## src/design/bec_pkg.sv

```systemverilog
package bec_pkg;

  localparam int unsigned DefFracBits = 16;
  localparam int unsigned PortFrac    = 16;
  localparam int unsigned PortW       = 17;
  localparam int unsigned LimitW      = 7;
  localparam int unsigned TolW        = 16;
  localparam int unsigned LimitMax    = 64;
  localparam int unsigned CfgIdxW     = 1;
  localparam int unsigned CfgDataW    = 16;

  localparam logic [CfgIdxW-1:0] RegIterLimit = 1'b0;
  localparam logic [CfgIdxW-1:0] RegTolerance = 1'b1;

  typedef struct packed {
    logic [PortW-1:0] x_in;
    logic [PortW-1:0] first_ctrl_x;
    logic [PortW-1:0] first_ctrl_y;
    logic [PortW-1:0] second_ctrl_x;
    logic [PortW-1:0] second_ctrl_y;
  } bec_in_t;

  typedef struct packed {
    logic [PortW-1:0] y_out;
    logic             converged;
  } bec_out_t;

  // control handed from the sequencer to each cell
  typedef struct packed {
    logic load;
    logic shift;
  } bec_ctl_t;

endpackage

```

## src/design/bec_mul.sv

```systemverilog
// one signed q2 product per cycle, rounded magnitude, saturated, registered
module bec_mul #(
  parameter int unsigned FracBits = bec_pkg::DefFracBits
) (
  input  logic                       clk_i,
  input  logic signed [FracBits+2:0] a_i,
  input  logic signed [FracBits+2:0] b_i,
  output logic signed [FracBits+2:0] p_o
);
  import bec_pkg::*;
  localparam int unsigned W  = FracBits + 3;
  localparam int unsigned PW = 2 * W;

  logic          neg;
  logic [W-1:0]  ua, ub;
  logic [PW-1:0] prod, rnd;
  logic [PW-1:0] mag;
  logic signed [PW:0] sv;
  logic signed [W-1:0] hi, lo;
  logic signed [W-1:0] p_d, p_q;

  always_comb begin
    neg  = a_i[W-1] ^ b_i[W-1];
    ua   = a_i[W-1] ? W'(-a_i) : W'(a_i);
    ub   = b_i[W-1] ? W'(-b_i) : W'(b_i);
    prod = PW'(ua) * PW'(ub);
    rnd  = prod + (PW'(1) << (FracBits - 1));
    mag  = rnd >> FracBits;
    sv   = neg ? -$signed({1'b0, mag}) : $signed({1'b0, mag});
    hi   = {1'b0, {(W-1){1'b1}}};
    lo   = {1'b1, {(W-1){1'b0}}};
    if (sv > (PW+1)'(hi))      p_d = hi;
    else if (sv < (PW+1)'(lo)) p_d = lo;
    else                       p_d = W'(sv);
  end

  always_ff @(posedge clk_i) begin
    p_q <= p_d;
  end
  assign p_o = p_q;
endmodule

```

## src/design/bec_cell.sv

```systemverilog
// one slot of the operand chain: loads a value or takes its neighbor's
module bec_cell #(
  parameter int unsigned FracBits = bec_pkg::DefFracBits
) (
  input  logic                       clk_i,
  input  bec_pkg::bec_ctl_t          ctl_i,
  input  logic signed [FracBits+2:0] load_i,
  input  logic signed [FracBits+2:0] prev_i,
  output logic signed [FracBits+2:0] val_o
);
  import bec_pkg::*;
  logic signed [FracBits+2:0] v_d, v_q;
  always_comb begin
    v_d = v_q;
    if (ctl_i.load)       v_d = load_i;
    else if (ctl_i.shift) v_d = prev_i;
  end
  always_ff @(posedge clk_i) begin
    v_q <= v_d;
  end
  assign val_o = v_q;
endmodule

```

## src/design/bezier_easing_curve_eval.sv

```systemverilog
// bezier easing y from x: one transaction in flight at a time
// the diagonal shortcut skips the search; otherwise the search ends when the
//   step limit n is reached (n capped at 64) or when a residual test meets
//   the tolerance
// a new start is taken only when idle, also in the strobe cycle; the shared
//   multiplier steps through the products one after another
// reset clears control state and sets the registers to limit 16, tolerance 33
// result strobe lasts one cycle; the receiver cannot stall
module bezier_easing_curve_eval #(
  parameter int unsigned FracBits = bec_pkg::DefFracBits
) (
  input  logic                           clk_i,
  input  logic                           rst_ni,
  input  logic                           start,
  output logic                           busy,
  input  bec_pkg::bec_in_t               in_i,
  output logic                           done_o,
  output bec_pkg::bec_out_t              out_o,
  input  logic                           cfg_we_i,
  input  logic [bec_pkg::CfgIdxW-1:0]    cfg_idx_i,
  input  logic [bec_pkg::CfgDataW-1:0]   cfg_data_i
);
  import bec_pkg::*;

  localparam int unsigned W  = FracBits + 3;
  localparam int unsigned EW = W + 4;   // headroom for sums of a few terms
  localparam int unsigned NCells = 2;

  typedef enum logic [7:0] {
    StIdle  = 8'b0000_0001,
    StPrep  = 8'b0000_0010,
    StSq    = 8'b0000_0100,
    StCube  = 8'b0000_1000,
    StTerms = 8'b0001_0000,
    StCheck = 8'b0010_0000,
    StY     = 8'b0100_0000,
    StOut   = 8'b1000_0000
  } state_e;

  // ---------------------------------------------------------------- helpers
  function automatic logic signed [W-1:0] sat(input logic signed [EW-1:0] v);
    logic signed [EW-1:0] hi, lo;
    hi = EW'({1'b0, {(W-1){1'b1}}});
    lo = -(EW'(1) <<< (W-1));
    if (v > hi)      sat = {1'b0, {(W-1){1'b1}}};
    else if (v < lo) sat = {1'b1, {(W-1){1'b0}}};
    else             sat = W'(v);
  endfunction

  function automatic logic signed [W-1:0] to_int(input logic [PortW-1:0] p);
    logic [W+PortW-1:0] e;
    e = (W+PortW)'(p);
    if (FracBits >= PortFrac) to_int = W'(e << (FracBits - PortFrac));
    else                      to_int = W'(e >> (PortFrac - FracBits));
  endfunction

  // --------------------------------------------------------- config regs
  logic [LimitW-1:0] limit_q;
  logic [TolW-1:0]   tol_q;
  always_ff @(posedge clk_i or negedge rst_ni) begin
    if (!rst_ni) begin
      limit_q <= LimitW'(16);
      tol_q   <= TolW'(33);
    end else if (cfg_we_i) begin
      unique case (cfg_idx_i)
        RegIterLimit: limit_q <= cfg_data_i[LimitW-1:0];
        RegTolerance: tol_q   <= cfg_data_i[TolW-1:0];
        default: ;
      endcase
    end
  end

  // ------------------------------------------------------------ datapath
  state_e state_q, state_d;
  logic [2:0] sub_q, sub_d;           // sub-step within a phase
  logic [LimitW-1:0] cnt_q, cnt_d;
  logic conv_q, conv_d;
  logic diag_q, diag_d;

  logic signed [W-1:0] x_q, ay_q, by_q, k0_q, k1_q, k2_q, t_q, tol_i_q;
  logic signed [W-1:0] x_d, ay_d, by_d, k0_d, k1_d, k2_d, t_d, tol_i_d;
  logic signed [EW-1:0] acc_q, acc_d;
  logic [PortW-1:0] xr_q, xr_d;
  bec_out_t res_q, res_d;
  logic done_q, done_d;

  // operand chain: cell0 <- product, cell1 <- cell0
  // holds the latest two products (t2, t3, ...)
  bec_ctl_t ctl;
  logic signed [W-1:0] cell_v [NCells];
  logic signed [W-1:0] mul_a, mul_b, mul_p;

  bec_mul #(.FracBits(FracBits)) u_mul (
    .clk_i (clk_i), .a_i(mul_a), .b_i(mul_b), .p_o(mul_p)
  );

  for (genvar g = 0; g < NCells; g++) begin : g_cell
    bec_cell #(.FracBits(FracBits)) u_cell (
      .clk_i  (clk_i),
      .ctl_i  (ctl),
      .load_i (mul_p),
      .prev_i ((g == 0) ? mul_p : cell_v[(g == 0) ? 0 : g-1]),
      .val_o  (cell_v[g])
    );
  end

  logic [LimitW-1:0] lim_eff;
  assign lim_eff = (limit_q > LimitW'(LimitMax)) ? LimitW'(LimitMax) : limit_q;

  logic signed [W-1:0] r_val;
  logic signed [EW-1:0] one_e;
  assign one_e = EW'(1) <<< FracBits;
  assign r_val = sat(one_e - EW'(t_q));

  logic signed [W-1:0] f_val;
  assign f_val = sat(acc_q);

  // products of one step: sq issues t*t, cube issues t2*t, terms 0..2 issue
  // k0*t3, k1*t2, k2*t, terms 3 closes the sum
  // y phase reuses the same scheme with its own product order
  logic [PortW-1:0] yport;
  logic signed [W-1:0] ysat;

  always_comb begin
    state_d = state_q; sub_d = sub_q; cnt_d = cnt_q; conv_d = conv_q;
    diag_d = diag_q;
    x_d = x_q; ay_d = ay_q; by_d = by_q; k0_d = k0_q; k1_d = k1_q; k2_d = k2_q;
    t_d = t_q; tol_i_d = tol_i_q; acc_d = acc_q; xr_d = xr_q;
    res_d = res_q; done_d = 1'b0;
    mul_a = t_q; mul_b = t_q;
    ctl = '{load: 1'b0, shift: 1'b0};
    yport = '0; ysat = '0;

    unique case (state_q)
      StIdle: begin
        if (start) begin
          xr_d   = in_i.x_in;
          diag_d = (in_i.first_ctrl_x == in_i.first_ctrl_y) &&
                   (in_i.second_ctrl_x == in_i.second_ctrl_y);
          x_d  = to_int(in_i.x_in);
          ay_d = to_int(in_i.first_ctrl_y);
          by_d = to_int(in_i.second_ctrl_y);
          k2_d = sat(EW'(3) * EW'(to_int(in_i.first_ctrl_x)));
          k1_d = sat(EW'(3) * EW'(to_int(in_i.second_ctrl_x))
                     - EW'(6) * EW'(to_int(in_i.first_ctrl_x)));
          k0_d = sat(one_e + EW'(3) * EW'(to_int(in_i.first_ctrl_x))
                     - EW'(3) * EW'(to_int(in_i.second_ctrl_x)));
          tol_i_d = to_int({1'b0, tol_q});
          t_d    = sat(EW'(to_int(in_i.x_in)));
          cnt_d  = '0;
          conv_d = 1'b0;
          state_d = StPrep;
        end
      end
      StPrep: begin
        sub_d = '0;
        if (diag_q) begin
          res_d.y_out = (xr_q > PortW'(65536)) ? PortW'(65536) : xr_q;
          res_d.converged = 1'b1;
          state_d = StOut;
        end else if (cnt_q == lim_eff) begin
          state_d = StY;
        end else begin
          state_d = StSq;
        end
      end
      StSq: begin
        // issue t*t, product lands next cycle
        mul_a = t_q; mul_b = t_q;
        state_d = StCube;
      end
      StCube: begin
        // t2 into chain, issue t2*t
        ctl.shift = 1'b1;
        mul_a = mul_p; mul_b = t_q;
        state_d = StTerms; sub_d = '0;
      end
      StTerms: begin
        // chain: cell0=t3 (after sub0 shift), cell1=t2
        unique case (sub_q)
          3'd0: begin
            ctl.shift = 1'b1;
            mul_a = k0_q; mul_b = mul_p;       // k0*t3
            sub_d = 3'd1;
          end
          3'd1: begin
            mul_a = k1_q; mul_b = cell_v[1];   // k1*t2
            acc_d = EW'(mul_p);
            sub_d = 3'd2;
          end
          3'd2: begin
            mul_a = k2_q; mul_b = t_q;         // k2*t
            acc_d = acc_q + EW'(mul_p);
            sub_d = 3'd3;
          end
          3'd3: begin
            acc_d = acc_q + EW'(mul_p) - EW'(x_q);
            sub_d = '0;
            state_d = StCheck;
          end
          default: sub_d = '0;
        endcase
      end
      StCheck: begin
        if (f_val <= tol_i_q && f_val >= -tol_i_q) begin
          conv_d = 1'b1;
          state_d = StY;
        end else begin
          t_d = sat(EW'(t_q) - EW'(f_val / 2));
          cnt_d = cnt_q + 1'b1;
          state_d = StPrep;
        end
        sub_d = '0;
      end
      StY: begin
        // y = t3 + 3*(t2*r)*by + 3*(t*(r*r))*ay
        unique case (sub_q)
          3'd0: begin mul_a = t_q; mul_b = t_q; sub_d = 3'd1; end
          3'd1: begin
            ctl.shift = 1'b1;                    // cell0 = t2
            mul_a = mul_p; mul_b = t_q; sub_d = 3'd2;
          end
          3'd2: begin
            ctl.shift = 1'b1;                    // cell0 = t3, cell1 = t2
            mul_a = r_val; mul_b = r_val; sub_d = 3'd3;
          end
          3'd3: begin
            ctl.shift = 1'b1;                    // cell0 = r2, cell1 = t3
            mul_a = cell_v[1]; mul_b = r_val;    // t2*r
            acc_d = EW'(cell_v[0]);              // t3
            sub_d = 3'd4;
          end
          3'd4: begin
            mul_a = t_q; mul_b = cell_v[0];      // t*r2
            acc_d = acc_q;
            ctl.shift = 1'b1;                    // cell0 = t2r
            sub_d = 3'd5;
          end
          3'd5: begin
            mul_a = cell_v[0]; mul_b = by_q;     // t2r*by
            ctl.shift = 1'b1;                    // cell0 = t r2
            sub_d = 3'd6;
          end
          3'd6: begin
            mul_a = cell_v[0]; mul_b = ay_q;     // tr2*ay
            acc_d = acc_q + EW'(3) * EW'(mul_p);
            sub_d = 3'd7;
          end
          3'd7: begin
            acc_d = acc_q + EW'(3) * EW'(mul_p);
            sub_d = '0;
            state_d = StOut;
          end
          default: sub_d = '0;
        endcase
      end
      StOut: begin
        if (!diag_q) begin
          // negative or zero y gives zero
          if (acc_q[EW-1] || acc_q == '0) yport = '0;
          else if (acc_q >= one_e) yport = PortW'(65536);
          else begin
            ysat = W'(acc_q);
            if (FracBits > PortFrac)
              yport = PortW'((EW'(ysat) + (EW'(1) <<< (FracBits - PortFrac - 1)))
                             >>> (FracBits - PortFrac));
            else
              yport = PortW'(EW'(ysat) <<< (PortFrac - FracBits));
          end
          res_d.y_out = yport;
          res_d.converged = conv_q;
        end
        done_d = 1'b1;
        state_d = StIdle;
      end
      default: state_d = StIdle;
    endcase
  end

  // note: in StTerms sub1 cell_v[1] is t2 since StCube and sub0 both shifted

  always_ff @(posedge clk_i or negedge rst_ni) begin
    if (!rst_ni) begin
      state_q <= StIdle;
      sub_q   <= '0;
      cnt_q   <= '0;
      conv_q  <= 1'b0;
      diag_q  <= 1'b0;
      done_q  <= 1'b0;
    end else begin
      state_q <= state_d;
      sub_q   <= sub_d;
      cnt_q   <= cnt_d;
      conv_q  <= conv_d;
      diag_q  <= diag_d;
      done_q  <= done_d;
    end
  end

  always_ff @(posedge clk_i) begin
    x_q <= x_d; ay_q <= ay_d; by_q <= by_d;
    k0_q <= k0_d; k1_q <= k1_d; k2_q <= k2_d;
    t_q <= t_d; tol_i_q <= tol_i_d; acc_q <= acc_d; xr_q <= xr_d;
    res_q <= res_d;
  end

  assign busy   = (state_q != StIdle);
  assign done_o = done_q;
  assign out_o  = res_q;

  // ---------------------------------------------------------- assertions
  a_done_after_out: assert property (@(posedge clk_i) disable iff (!rst_ni)
    done_o |-> $past(state_q == StOut)) else $error("strobe without finish");
  a_start_busy: assert property (@(posedge clk_i) disable iff (!rst_ni)
    (start && !busy) |=> busy) else $error("transaction not taken");
  a_cnt_limit: assert property (@(posedge clk_i) disable iff (!rst_ni)
    cnt_q <= LimitW'(LimitMax)) else $error("step count overrun");
  a_out_range: assert property (@(posedge clk_i) disable iff (!rst_ni)
    done_o |-> out_o.y_out <= PortW'(65536)) else $error("y out of range");

endmodule

```

## config.mk

```make
export PLATFORM = sky130hd
export DESIGN_NAME = bezier_easing_curve_eval
export DESIGN_NICKNAME = d
export VERILOG_FILES = /design/src/design/bec_pkg.sv /design/src/design/bec_mul.sv /design/src/design/bec_cell.sv /design/src/design/bezier_easing_curve_eval.sv
export SDC_FILE = /design/constraint.sdc
export NUM_CORES = 2
export LEC_CHECK = 0
export BUFFER_PORTS_ARGS = -buffer_cell sky130_fd_sc_hd__buf_2
export CORE_MARGIN = 1
export CORE_UTILIZATION = 35
export CTS_BUF_LIST = sky130_fd_sc_hd__clkbuf_8
export CTS_CLUSTER_DIAMETER = 50
export DETAILED_ROUTE_END_ITERATION = 10
export HOLD_SLACK_MARGIN = 0.08
export MAX_ROUTING_LAYER = met4
export PLACE_DENSITY = 0.6
export SETUP_SLACK_MARGIN = 0.05
export SLEW_MARGIN = 0
export SYNTH_ARGS = -nofsm -noshare
export SYNTH_HDL_FRONTEND = slang
export SYNTH_SLANG_ARGS = --single-unit
```

## constraint.sdc

```tcl
create_clock -name clk_i -period 13.7 [get_ports clk_i]
set_input_delay 0.685 -clock clk_i [delete_from_list [all_inputs] [get_ports clk_i]]
set_output_delay 0.685 -clock clk_i [all_outputs]
set_load 0.02 [all_outputs]
```

==> results.json <==
{
  "grt_max_degree": 86,
  "fin_util": 0.388,
  "insertion_delay_ps": 680,
  "worst_path_largest_cell_delay_ps": 550,
  "cts_buffers": 53,
  "setup_viol": 0,
  "grt_pass1_vias": 31942,
  "avgSynthCellArea_um2": 8.78,
  "worst_ep_required_time_ps": 14210,
  "ant_nets": 0,
  "grt_antenna_before_repair": 3,
  "routed_wl_mm": 123,
  "fin_worst_skew_ps": 46.5,
  "grt_usage": 0.229,
  "synth_edf_count": 222,
  "ys_ff_latch": 285,
  "multi_input_area_mm2": 0.0267,
  "dieWidth_um": 332,
  "syn-cell-area_mm2": 0.0380,
  "tns_ps": 0,
  "slew_violations": 0,
  "crit_top_cell": "fa_1",
  "layout.nets": 5298,
  "arrival_ps": 13250,
  "layout_setup_ws_ps": 957,
  "synth_nets": 5179,
  "globalRouteOverflowTotal": 0,
  "vias": 32061,
  "die_h_um": 332,
  "regArea_mm2": 0.00816,
  "rows": 120,
  "synthCells": 4328,
  "core-area_mm2": 0.107,
  "yosys.area.top_type": "edfxtp_1",
  "numPortBuffers": 125,
  "hpwl_mm": 98.8,
  "htreeDepth": 2,
  "drc": 0,
  "crit_slowest_cell": "fa_1",
  "yosysSeqAreaShare": 0.215,
  "async_flop_share": 0.154,
  "routedWlPerCell_um": 20.9,
  "yosysUniqueCellTypes": 111,
  "finalNonFillerCells": 5889,
  "ctsLongestPathBuffers": 3,
  "ios": 126,
  "start_util": 0.354,
  "drtIter0Drc": 2731,
  "netlist.area_leader.share": 0.175,
  "path_clk_slew_ps": 60,
  "grt_pass1_wl_mm": 191,
  "viasPerCell": 5.44,
  "outcome": "complete, no violations",
  "clock-sinks": 285,
  "gp_congestion": 0.973,
  "synthFlopType": "edfxtp_1",
  "pre_cts_ws_ps": 834,
  "grt_setup_unrepaired": "no",
  "drv_cap": 0,
  "n_fill_cell": 10847,
  "die-area_mm2": 0.110,
  "yosys_warnings": 0,
  "hold_path.class": "primary input to async pin",
  "relSlewSlack": 0.129,
  "dp.cells": 5795,
  "area_growth_syn_to_layout_pct": 9.49,
  "finalCritPeriodShare": 0.930,
  "crit_path_start_kind": "register",
  "critical_path_peak_fanout": 17,
  "hold_violations": 0,
  "cts_tree": "done",
  "worst-r2r-cell-count": 43,
  "setup.worst_path.end_class": "register",
  "ctsRootBufferMaster": "clkbuf_8",
  "first_pass_iters": 5,
  "drive_gt1_frac": 0.0945,
  "fin_crit_ps": 12740,
  "cts_setup_buffers": 0,
  "yosys-top-cells-area": "edfxtp_1 (18%), fa_1 (17%), ha_1 (14%)",
  "critical_path_class": "register to register",
  "tightest_slew_ps": 1310,
  "max_freq_ghz": 0.0785
}
## cells in the mapped netlist (all sizes together), types with 54 or more instances
library cell and count:
nand2 391, o21ai 229, fa 316, nand2b 54
a21o 89, a21oi 278, clkbuf 137, nor3 56
xor2 90, inv 685, nor2 295, edfxtp 222
xnor2 170, ha 429
## final timing paths
path | from | to | slack, ps
worst max register to register | t_q[1] | u_mul.p_o[4] | 960
max in group asynchronous | rst_ni | sub_q[2] | 13110
min in group clk_i | in_i[74] | xr_q[6] | 210
worst min register to register | tol_q[11] | tol_i_q[11] | 410
worst min-delay path | rst_ni | tol_q[12] | 110
worst max-delay path | t_q[1] | u_mul.p_o[4] | 960
## worst max-delay path, delay by kind of cell, from the launching register on
| family | cells | cell delay [ps] |
|---|---|---|
| AND/OR/NAND/NOR | 11 | 3130 |
| flip-flops | 1 | 540 |
| XOR/XNOR | 2 | 780 |
| adder cells (fa/ha/maj) | 9 | 4080 |
| buffers and inverters | 6 | 840 |
| AO/OA/AOI/OAI | 15 | 3230 |
## metal layers
metal  global-route usage  up-vias  wire length, um
met5                    -        -                0
met4               0.0794        0             4700
met3               0.0269      250             7870
met2                0.363     1166            56400
met1                0.302    15637            54100
li1                     -    15008                -
## through the flow
stage	hold slack, ps	area [um2]
after CTS	105	41600
final	108	41600
after global placement	422	40600
after floorplan	389	38000
after global routing	143	41600
after detailed placement	429	40600
## timing repair
action / 4_1_cts / 5_1_grt
endpoints found under the setup margin: 0 / 17
hold buffers: 0 / 0
gates resized for setup: 0 / 3
hold endpoints to repair: 0 / 0
## sequential cells by signal (all words and copies together), names as in the netlist, 8 cells and up
register             cells
acc_q                   23
ay_q                    17
by_q                    17
g_cell.u_cell.val_o     38
k0_q                    19
k1_q                    19
k2_q                    19
out_o                   18
state_q                  8
t_q                     19
tol_i_q                 16
tol_q                   16
u_mul.p_o               19
xr_q                    17
## layout by cell type (no fill, tap or decap), drive strengths merged, types with 44 or more instances in the layout
| cell type | n |
|---|---|
| fa | 316 |
| mux2 | 44 |
| nand2b | 54 |
| buf | 226 |
| nor2 | 295 |
| edfxtp | 222 |
| nor3 | 56 |
| ha | 429 |
| nor2b | 50 |
| a21o | 89 |
| and2 | 46 |
| nand2 | 391 |
| xor2 | 90 |
| o21ai | 229 |
| xnor2 | 170 |
| a21oi | 278 |
| clkbuf | 55 |
| inv | 695 |
## cells by family (layout without fill, tap and decap cells)
logic type / Yosys count / count (layout) / share of synthesized area
AO/OA/AOI/OAI: 998 / 998 / 0.171
XOR/XNOR: 260 / 260 / 0.0599
adder cells (fa/ha/maj): 745 / 745 / 0.308
buffers and inverters: 849 / 1006 / 0.0849
flip-flops: 285 / 285 / 0.215
multiplexers: 66 / 66 / 0.0188
other: 1 / 2 / 0.0000987
AND/OR/NAND/NOR: 1124 / 1124 / 0.143
## cell type report
class / count / share of cell area
diodes: 1 / 0.0000601
clock buffers: 55 / 0.0182
clock inverters: 38 / 0.00649
inverters: 687 / 0.0621
multi-input cells: 3194 / 0.642
flip-flops and latches: 285 / 0.196
well taps: 1403 / 0.0422
repair buffers: 226 / 0.0333
Power is not shown: default switching activity piles up to over one toggle a cycle in this logic, so the estimate is an artifact.
